[config.mk]
export PLATFORM = sky130hd
export DESIGN_NAME = c_comment_scanner
export DESIGN_NICKNAME = d
export VERILOG_FILES = /design/src/hdl/ccs_pkg.sv /design/src/hdl/c_comment_scanner.sv /design/src/hdl/ccs_queue.sv /design/src/hdl/ccs_front.sv /design/src/hdl/ccs_back.sv
export SDC_FILE = /design/constraint.sdc
export NUM_CORES = 1
export LEC_CHECK = 0
export BUFFER_PORTS_ARGS = -buffer_cell sky130_fd_sc_hd__buf_2
export CORE_UTILIZATION = 50
export DETAILED_ROUTE_END_ITERATION = 10
export GPL_ROUTABILITY_DRIVEN = 0
export PLACE_DENSITY = 0.7
export SYNTH_ARGS = -nofsm -noshare
export SYNTH_HDL_FRONTEND = slang
export SYNTH_SLANG_ARGS = --single-unit
[constraint.sdc]
create_clock -name clk -period 12.78 [get_ports clk]
set_clock_uncertainty 0.2 [all_clocks]
set_input_delay 1.278 -clock clk [delete_from_list [all_inputs] [get_ports clk]]
set_output_delay 1.278 -clock clk [all_outputs]
set_load 0.01 [all_outputs]
[src/hdl/ccs_pkg.sv]
// shared types, character classes and scanner codes for the comment scanner
package ccs_pkg;

  localparam int COUNT_BITS_DEF  = 20;
  localparam int QUEUE_DEPTH_DEF = 4;
  localparam int OUT_BITS        = 20;

  localparam logic [7:0] CH_SLASH     = 8'h2F;
  localparam logic [7:0] CH_STAR      = 8'h2A;
  localparam logic [7:0] CH_QUOTE     = 8'h22;
  localparam logic [7:0] CH_BACKSLASH = 8'h5C;
  localparam logic [7:0] CH_NEWLINE   = 8'h0A;

  typedef enum logic [2:0] {
    CC_OTHER     = 3'd0,
    CC_SLASH     = 3'd1,
    CC_STAR      = 3'd2,
    CC_QUOTE     = 3'd3,
    CC_BACKSLASH = 3'd4,
    CC_NEWLINE   = 3'd5
  } char_class_t;

  typedef enum logic [2:0] {
    MODE_TEXT   = 3'd0,
    MODE_SLASH  = 3'd1,
    MODE_LINE   = 3'd2,
    MODE_BLOCK  = 3'd3,
    MODE_STAR   = 3'd4,
    MODE_STRING = 3'd5,
    MODE_ESCAPE = 3'd6
  } scan_mode_t;

  // one classified request between front and back
  typedef struct packed {
    logic        start;
    char_class_t cls;
  } token_t;

  typedef struct packed {
    logic [OUT_BITS-1:0] start;
    logic [OUT_BITS-1:0] length;
    logic [OUT_BITS-1:0] line;
  } result_t;

  function automatic char_class_t classify(input logic [7:0] c);
    char_class_t r;
    unique case (c)
      CH_SLASH:     r = CC_SLASH;
      CH_STAR:      r = CC_STAR;
      CH_QUOTE:     r = CC_QUOTE;
      CH_BACKSLASH: r = CC_BACKSLASH;
      CH_NEWLINE:   r = CC_NEWLINE;
      default:      r = CC_OTHER;
    endcase
    return r;
  endfunction

endpackage

[src/hdl/c_comment_scanner.sv]
// top level: byte classifier, token queue, scanner and result queue
// a closing byte is registered in the front, then passes the token queue and the scanner into the result queue
// throughput: one byte per cycle while neither queue is full, set by the scanner update in the back end
// the front stalls only when the token queue fills; the back stalls on a full result queue
// rst is synchronous and empties both queues and returns the scanner to text mode
// with all counters at zero; start_of_text only restarts the scanner, before the byte it comes with
module c_comment_scanner import ccs_pkg::*; #(
  parameter int COUNT_BITS  = COUNT_BITS_DEF,
  parameter int QUEUE_DEPTH = QUEUE_DEPTH_DEF
) (
  input  logic                clk,
  input  logic                rst,
  input  logic                push,
  output logic                full,
  input  logic [7:0]          text_byte,
  input  logic                start_of_text,
  input  logic                pop,
  output logic                empty,
  output logic [OUT_BITS-1:0] comment_start,
  output logic [OUT_BITS-1:0] comment_length,
  output logic [OUT_BITS-1:0] comment_line
);

  localparam int TOK_W = $bits(token_t);
  localparam int RES_W = $bits(result_t);

  logic             tok_push;
  token_t           tok_in;
  logic             tok_full;
  logic [TOK_W-1:0] tok_raw;
  token_t           tok_out;
  logic             tok_empty;
  logic             tok_pop;
  logic             res_push;
  result_t          res_in;
  logic             res_full;
  logic [RES_W-1:0] res_raw;
  result_t          res_out;

  ccs_front u_front (
    .clk           (clk),
    .rst           (rst),
    .push          (push),
    .full          (full),
    .text_byte     (text_byte),
    .start_of_text (start_of_text),
    .tok_push      (tok_push),
    .tok_data      (tok_in),
    .tok_full      (tok_full)
  );

  ccs_queue #(
    .WIDTH (TOK_W),
    .DEPTH (QUEUE_DEPTH)
  ) u_tok_queue (
    .clk     (clk),
    .rst     (rst),
    .push    (tok_push),
    .wr_data (tok_in),
    .full    (tok_full),
    .pop     (tok_pop),
    .rd_data (tok_raw),
    .empty   (tok_empty)
  );

  assign tok_out = token_t'(tok_raw);

  ccs_back #(
    .COUNT_BITS (COUNT_BITS)
  ) u_back (
    .clk       (clk),
    .rst       (rst),
    .tok_data  (tok_out),
    .tok_empty (tok_empty),
    .tok_pop   (tok_pop),
    .res_push  (res_push),
    .res_data  (res_in),
    .res_full  (res_full)
  );

  ccs_queue #(
    .WIDTH (RES_W),
    .DEPTH (QUEUE_DEPTH)
  ) u_res_queue (
    .clk     (clk),
    .rst     (rst),
    .push    (res_push),
    .wr_data (res_in),
    .full    (res_full),
    .pop     (pop),
    .rd_data (res_raw),
    .empty   (empty)
  );

  assign res_out        = result_t'(res_raw);
  assign comment_start  = res_out.start;
  assign comment_length = res_out.length;
  assign comment_line   = res_out.line;

endmodule

[src/hdl/ccs_queue.sv]
// small first-in first-out queue with combinational head read
module ccs_queue import ccs_pkg::*; #(
  parameter int WIDTH = 8,
  parameter int DEPTH = QUEUE_DEPTH_DEF
) (
  input  logic             clk,
  input  logic             rst,
  input  logic             push,
  input  logic [WIDTH-1:0] wr_data,
  output logic             full,
  input  logic             pop,
  output logic [WIDTH-1:0] rd_data,
  output logic             empty
);

  localparam int PTR_W = $clog2(DEPTH);
  localparam int CNT_W = $clog2(DEPTH + 1);

  logic [WIDTH-1:0] mem [DEPTH];
  logic [PTR_W-1:0] wr_ptr;
  logic [PTR_W-1:0] rd_ptr;
  logic [CNT_W-1:0] count;
  logic             do_push;
  logic             do_pop;

  assign full    = (count == CNT_W'(DEPTH));
  assign empty   = (count == '0);
  assign do_push = push && !full;
  assign do_pop  = pop && !empty;
  assign rd_data = mem[rd_ptr];

  always_ff @(posedge clk) begin
    if (do_push) begin
      mem[wr_ptr] <= wr_data;
    end
  end

  always_ff @(posedge clk) begin
    if (rst) begin
      wr_ptr <= '0;
      rd_ptr <= '0;
      count  <= '0;
    end else begin
      if (do_push) begin
        wr_ptr <= (wr_ptr == PTR_W'(DEPTH - 1)) ? '0 : wr_ptr + 1'b1;
      end
      if (do_pop) begin
        rd_ptr <= (rd_ptr == PTR_W'(DEPTH - 1)) ? '0 : rd_ptr + 1'b1;
      end
      case ({do_push, do_pop})
        2'b10:   count <= count + 1'b1;
        2'b01:   count <= count - 1'b1;
        default: count <= count;
      endcase
    end
  end

  a_count_bound: assert property (@(posedge clk) disable iff (rst)
    count <= CNT_W'(DEPTH))
    else $error("queue count above depth");

  a_ptr_gap: assert property (@(posedge clk) disable iff (rst)
    (count == '0 || count == CNT_W'(DEPTH)) |-> (wr_ptr == rd_ptr))
    else $error("queue pointers disagree with count");

  a_pop_moves: assert property (@(posedge clk) disable iff (rst)
    (do_pop && !do_push) |=> (count == $past(count) - 1'b1))
    else $error("pop did not drain an entry");

endmodule

[src/hdl/ccs_front.sv]
// front end: takes bytes, classifies them and feeds the token queue
module ccs_front import ccs_pkg::*; (
  input  logic       clk,
  input  logic       rst,
  input  logic       push,
  output logic       full,
  input  logic [7:0] text_byte,
  input  logic       start_of_text,
  output logic       tok_push,
  output token_t     tok_data,
  input  logic       tok_full
);

  logic   vld;
  token_t tok;
  logic   take;

  assign full     = vld && tok_full;
  assign take     = push && !full;
  assign tok_push = vld;
  assign tok_data = tok;

  always_ff @(posedge clk) begin
    if (take) begin
      tok.start <= start_of_text;
      tok.cls   <= classify(text_byte);
    end
  end

  always_ff @(posedge clk) begin
    if (rst) begin
      vld <= 1'b0;
    end else if (take) begin
      vld <= 1'b1;
    end else if (!tok_full) begin
      vld <= 1'b0;
    end
  end

  a_hold_when_blocked: assert property (@(posedge clk) disable iff (rst)
    (vld && tok_full) |=> (vld && $stable(tok)))
    else $error("front token lost while queue full");

  a_take_fills: assert property (@(posedge clk) disable iff (rst)
    take |=> vld)
    else $error("accepted byte not held");

  a_full_needs_token: assert property (@(posedge clk) disable iff (rst)
    full |-> vld)
    else $error("front reports full with nothing held");

endmodule

[src/hdl/ccs_back.sv]
// back end: scanner state, position, body length and line counters
module ccs_back import ccs_pkg::*; #(
  parameter int COUNT_BITS = COUNT_BITS_DEF
) (
  input  logic    clk,
  input  logic    rst,
  input  token_t  tok_data,
  input  logic    tok_empty,
  output logic    tok_pop,
  output logic    res_push,
  output result_t res_data,
  input  logic    res_full
);

  localparam int EXT_W = (COUNT_BITS > OUT_BITS) ? COUNT_BITS : OUT_BITS;
  localparam logic [COUNT_BITS-1:0] CNT_MAX = '1;

  scan_mode_t            mode, mode_next;
  logic [COUNT_BITS-1:0] pos, pos_next;
  logic [COUNT_BITS-1:0] blen, blen_next;
  logic [COUNT_BITS-1:0] lines, lines_next;

  scan_mode_t            cur_mode;
  logic [COUNT_BITS-1:0] cur_pos;
  logic [COUNT_BITS-1:0] cur_blen;
  logic [COUNT_BITS-1:0] cur_lines;
  logic [COUNT_BITS-1:0] blen_inc;
  logic [COUNT_BITS-1:0] blen_inc2;
  logic [COUNT_BITS-1:0] base;
  logic [COUNT_BITS-1:0] body_start;
  logic                  emit;
  logic                  is_nl;
  logic [EXT_W-1:0]      ext_start;
  logic [EXT_W-1:0]      ext_len;
  logic [EXT_W-1:0]      ext_line;

  assign tok_pop = !tok_empty && !res_full;

  // a start flag restarts the scan before this byte
  assign cur_mode  = tok_data.start ? MODE_TEXT : mode;
  assign cur_pos   = tok_data.start ? '0 : pos;
  assign cur_blen  = tok_data.start ? '0 : blen;
  assign cur_lines = tok_data.start ? '0 : lines;
  assign is_nl     = (tok_data.cls == CC_NEWLINE);

  assign blen_inc  = (cur_blen == CNT_MAX) ? CNT_MAX : cur_blen + 1'b1;
  assign blen_inc2 = (cur_blen >= CNT_MAX - 1'b1) ? CNT_MAX : cur_blen + 2'd2;

  // closing slash sits one past the star, so back off one first
  assign base       = (cur_mode == MODE_STAR) ?
                      ((cur_pos > COUNT_BITS'(1)) ? cur_pos - 1'b1 : '0) : cur_pos;
  assign body_start = (base > cur_blen) ? base - cur_blen : '0;

  always_comb begin
    mode_next = cur_mode;
    blen_next = cur_blen;
    emit      = 1'b0;
    unique case (cur_mode)
      MODE_SLASH: begin
        case (tok_data.cls)
          CC_SLASH: mode_next = MODE_LINE;
          CC_STAR:  mode_next = MODE_BLOCK;
          CC_QUOTE: mode_next = MODE_STRING;
          default:  mode_next = MODE_TEXT;
        endcase
      end
      MODE_LINE: begin
        if (is_nl) begin
          emit      = 1'b1;
          blen_next = '0;
          mode_next = MODE_TEXT;
        end else begin
          blen_next = blen_inc;
        end
      end
      MODE_BLOCK: begin
        if (tok_data.cls == CC_STAR) begin
          mode_next = MODE_STAR;
        end else begin
          blen_next = blen_inc;
        end
      end
      MODE_STAR: begin
        case (tok_data.cls)
          CC_SLASH: begin
            emit      = 1'b1;
            blen_next = '0;
            mode_next = MODE_TEXT;
          end
          CC_STAR: blen_next = blen_inc;
          default: begin
            blen_next = blen_inc2;
            mode_next = MODE_BLOCK;
          end
        endcase
      end
      MODE_STRING: begin
        case (tok_data.cls)
          CC_QUOTE:     mode_next = MODE_TEXT;
          CC_BACKSLASH: mode_next = MODE_ESCAPE;
          default:      mode_next = MODE_STRING;
        endcase
      end
      MODE_ESCAPE: mode_next = MODE_STRING;
      default: begin
        case (tok_data.cls)
          CC_SLASH: mode_next = MODE_SLASH;
          CC_QUOTE: mode_next = MODE_STRING;
          default:  mode_next = MODE_TEXT;
        endcase
      end
    endcase
  end

  assign lines_next = (is_nl && cur_lines != CNT_MAX) ? cur_lines + 1'b1 : cur_lines;
  assign pos_next   = (cur_pos == CNT_MAX) ? CNT_MAX : cur_pos + 1'b1;

  assign ext_start = EXT_W'(body_start);
  assign ext_len   = EXT_W'(cur_blen);
  assign ext_line  = EXT_W'(cur_lines);

  assign res_push        = tok_pop && emit;
  assign res_data.start  = ext_start[OUT_BITS-1:0];
  assign res_data.length = ext_len[OUT_BITS-1:0];
  assign res_data.line   = ext_line[OUT_BITS-1:0];

  always_ff @(posedge clk) begin
    if (rst) begin
      mode  <= MODE_TEXT;
      pos   <= '0;
      blen  <= '0;
      lines <= '0;
    end else if (tok_pop) begin
      mode  <= mode_next;
      pos   <= pos_next;
      blen  <= blen_next;
      lines <= lines_next;
    end
  end

  a_body_idle_zero: assert property (@(posedge clk) disable iff (rst)
    (mode == MODE_TEXT || mode == MODE_SLASH || mode == MODE_STRING ||
     mode == MODE_ESCAPE) |-> (blen == '0))
    else $error("body length left over outside a comment");

  a_emit_on_close: assert property (@(posedge clk) disable iff (rst)
    res_push |-> (tok_data.cls == CC_NEWLINE || tok_data.cls == CC_SLASH))
    else $error("comment reported on a non-closing byte");

  a_pos_advances: assert property (@(posedge clk) disable iff (rst)
    tok_pop |=> (pos != '0))
    else $error("byte position did not advance");

  a_no_push_when_full: assert property (@(posedge clk) disable iff (rst)
    res_full |-> !tok_pop)
    else $error("request consumed while result queue full");

endmodule
==> impl_metrics.csv <==
group,metric,value,unit
clock_network,ctsHoldBuffers,0,
routing,postRouteWirelength,37.1,mm
timing,timing.final.hold_violations,0,
yosys,async_set_reset_flop_share_out_of_synthesis,0,
timing,final.setup.tns,0,ns
yosys,synth_cells,1397,
layout,num-nets-final,1505,
global_routing,grt_max_degree,76,
place,placed_cells_incl_taps,1853,
yosys,mean_instance_size_in_the_synthesized_netlist,11.9,µm²
routing,ant_nets,0,
yosys,yosysSeqAreaShare,0.568,
clock_network,clock_slew_at_the_register_clock_pins_of_the_worst_setup_and_hold_paths,0.06,ns
layout,num_antenna_cells,0,
timing,finalMaxSlewViolations,0,
power,total_power,3.59,mW
place,place_worst_setup_slack,6.66,ns
timing,period_share,0.483,
routing,drt_first_pass_iters,6,
place,portBuffers,74,
yosys,synth_top_area_frac,0.469,
routing,route.detailed.wl_per_inst,19.3,µm
routing,drcViolationCount,0,
routing,route.vias.total,11400,
layout,post_layout_nonfiller_instances,1921,
clock_network,clock_sinks,342,
critical_path,path_max_fanout,67,
die,initial_utilization,0.510,
power,worst_ir_drop_vdd,0.0988,mV
yosys,syn_area,16600,µm²
clock_network,clock_insertion_delay_worst_skew,0.53,ns
clock_network,clk_path_buf_depth,3,
power,power.leakage,6.33,nW
worst_hold_path,hold_path_depth,2,
yosys,netlist_top_cells_area,"edfxtp_1 (47%), dfxtp_1 (9.9%), mux4_2 (8.4%)",
critical_path,crit_path_end_kind,"register",
clock_network,post_cts.repair.setup_buffers,0,
die,num_rows,66,
global_routing,groute.usage.overall,0.222,
routing,via_per_inst,5.92,
timing,grt_setup_unrepaired,"no",
critical_path,crit_required,12.83,ns
critical_path,worstPathArrival,6.22,ns
power,power-per-cell-area,194,nW/µm²
yosys,post_synth_most_frequent_cells,"edfxtp_1 (260), nor2_1 (155), nand2_1 (122)",
yosys,synth_fp_nets,1452,
timing,setup_viol,0,
clock_network,cts_h_tree_lvls,2,
run,max-cap-violations,0,
critical_path,criticalPathCategory,"register to register",
clock_network,clockRootBuffer,"clkbuf_16",
global_routing,antenna_found_initial,1,
die,die_area,34000,µm²
die,placeableCoreArea,32600,µm²
critical_path,setup.worst_path.start_class,"register",
yosys,post-synth-top-count-cell,"edfxtp_1",
worst_hold_path,hold_path_class,"register to register",
timing,fmaxAchievable,162,MHz
status,status,"finished, final reports clean",
global_routing,globalRouteOverflowTotal,0,
global_routing,first_global_vias,11000,
yosys,synth_seq_cells,342,
clock_network,post_cts.resized_instances,0,
layout,final_layout_size_suffix_gt1_frac,0.163,
clock_network,cts_tree,"built",
yosys,synth_enable_flop_cells,260,
clock_network,tritoncts.num_buffers,37,
layout,syn2layout_area_growth,11.4,%
yosys,synthDominantAreaCellType,"edfxtp_1",
timing,max_slew.worst_pin.slew,1.12,ns
timing,post-route-worst-setup-slack,6.61,ns
yosys,synth_warn,0,
die,chipHeight,184,µm
timing,final_period_minus_worst_setup_slack,6.17,ns
place,detailedPlacementHpwl,24.0,mm
yosys,synth_cell_types,79,
yosys,synth_ff_type,"edfxtp_1",
routing,drt_first_iter_violations,1031,
die,die_w,184,µm
die,io_pins,75,
global_routing,grt_first_pass_wirelength,58.7,mm
timing,slew_headroom,0.247,
critical_path,reg2regPathDepth,21,
registers in the layout (all words and copies together) (netlist names), 3 cells and up, named ones only:
signal             flops
u_back.mode            3
u_back.lines          20
u_back.blen           20
u_res_queue.mem      240
u_tok_queue.count      3
u_res_queue.count      3
u_tok_queue.mem       16
u_front.tok_data       4
u_back.pos            20
path summary, 6_finish.rpt:
check | start | endpoint | slack [ns]
max | register | u_res_queue.mem[2][53] | 6.61
max reg2reg | register | u_res_queue.mem[2][53] | 6.61
min reg2reg | u_tok_queue.rd_ptr[1] | register | 0.28
min | u_tok_queue.rd_ptr[1] | register | 0.28
per-stage QoR:
stage               hold slack [ns]   util  cell area, µm²
finish                        0.280  0.568           18500
global route                  0.312  0.568           18500
CTS                           0.285  0.568           18500
detailed placement            0.276  0.529           17300
global placement              0.274  0.529           17300
floorplan                     0.254      -           16600
logic make-up after synthesis:
group | after synthesis | synth area share
AND/OR/NAND/NOR | 517 | 0.152
flip-flops | 342 | 0.568
AO/OA/AOI/OAI | 251 | 0.0926
buffers and inverters | 122 | 0.0361
multiplexers | 70 | 0.0908
XOR/XNOR | 53 | 0.0279
adder cells (fa/ha/maj) | 42 | 0.0329
cell type report:
| cell class | instances | area, µm² |
|---|---|---|
| Inverter | 48 | 180 |
| Multi-Input combinational cell | 933 | 6600 |
| Tap cell | 442 | 553 |
| Timing Repair Buffer | 88 | 475 |
| Fill cell | 2653 | 14100 |
| Clock inverter | 20 | 225 |
| Sequential cell | 342 | 9450 |
| Clock buffer | 48 | 1050 |
layout by cell type, fill, tap and decap left out, drive strengths merged, types with 12 or more instances in the layout:
cell	netlist	layout
a21oi	82	82
and3	24	24
buf	21	88
clkbuf	50	48
dfxtp	82	82
edfxtp	260	260
ha	39	39
inv	48	51
mux4	64	64
nand2	123	123
nand2b	14	14
nand3	42	42
nand4	18	18
nor2	155	155
nor2b	26	26
nor3	54	54
nor3b	12	12
o21ai	76	76
or3	12	12
xnor2	30	30
xor2	23	23
power by group:
part	total (mW)	internal, mW	leakage [nW]	switching [mW]
clock network	1.09	0.666	0.610	0.429
logic	1.10	0.365	2.71	0.738
registers	1.39	1.34	3.00	0.0535
total	3.59	2.37	6.33	1.22
worst max-delay path, stage by stage, from the launching register on:
cell and delay [ns]:
dfxtp_1 0.46, mux2i_1 0.23, mux2_2 0.16, buf_4 0.54
nand2_1 0.28, inv_1 0.18, ha_1 0.16, nor2_1 0.04
nor2_1 0.11, o21ai_0 0.13, nor2_1 0.72, a21oi_1 0.12
ha_1 0.40, a21oi_1 0.15, nor2_1 0.05, nor2_1 0.19
a31oi_1 0.16, o21ai_0 0.36, o21ai_0 0.22, o21ai_1 0.58
buf_4 0.33, nor2_1 0.12
per-layer routing:
layer / up-vias / global-route usage / wire [µm]
met3: 95 / 0.0371 / 2290
li1: 5332 / - / -
met5: - / 0 / 13
met4: 2 / 0.0833 / 1140
met2: 408 / 0.365 / 17700
met1: 5542 / 0.295 / 16000
No activity file was read; power rests on OpenSTA's default activity.
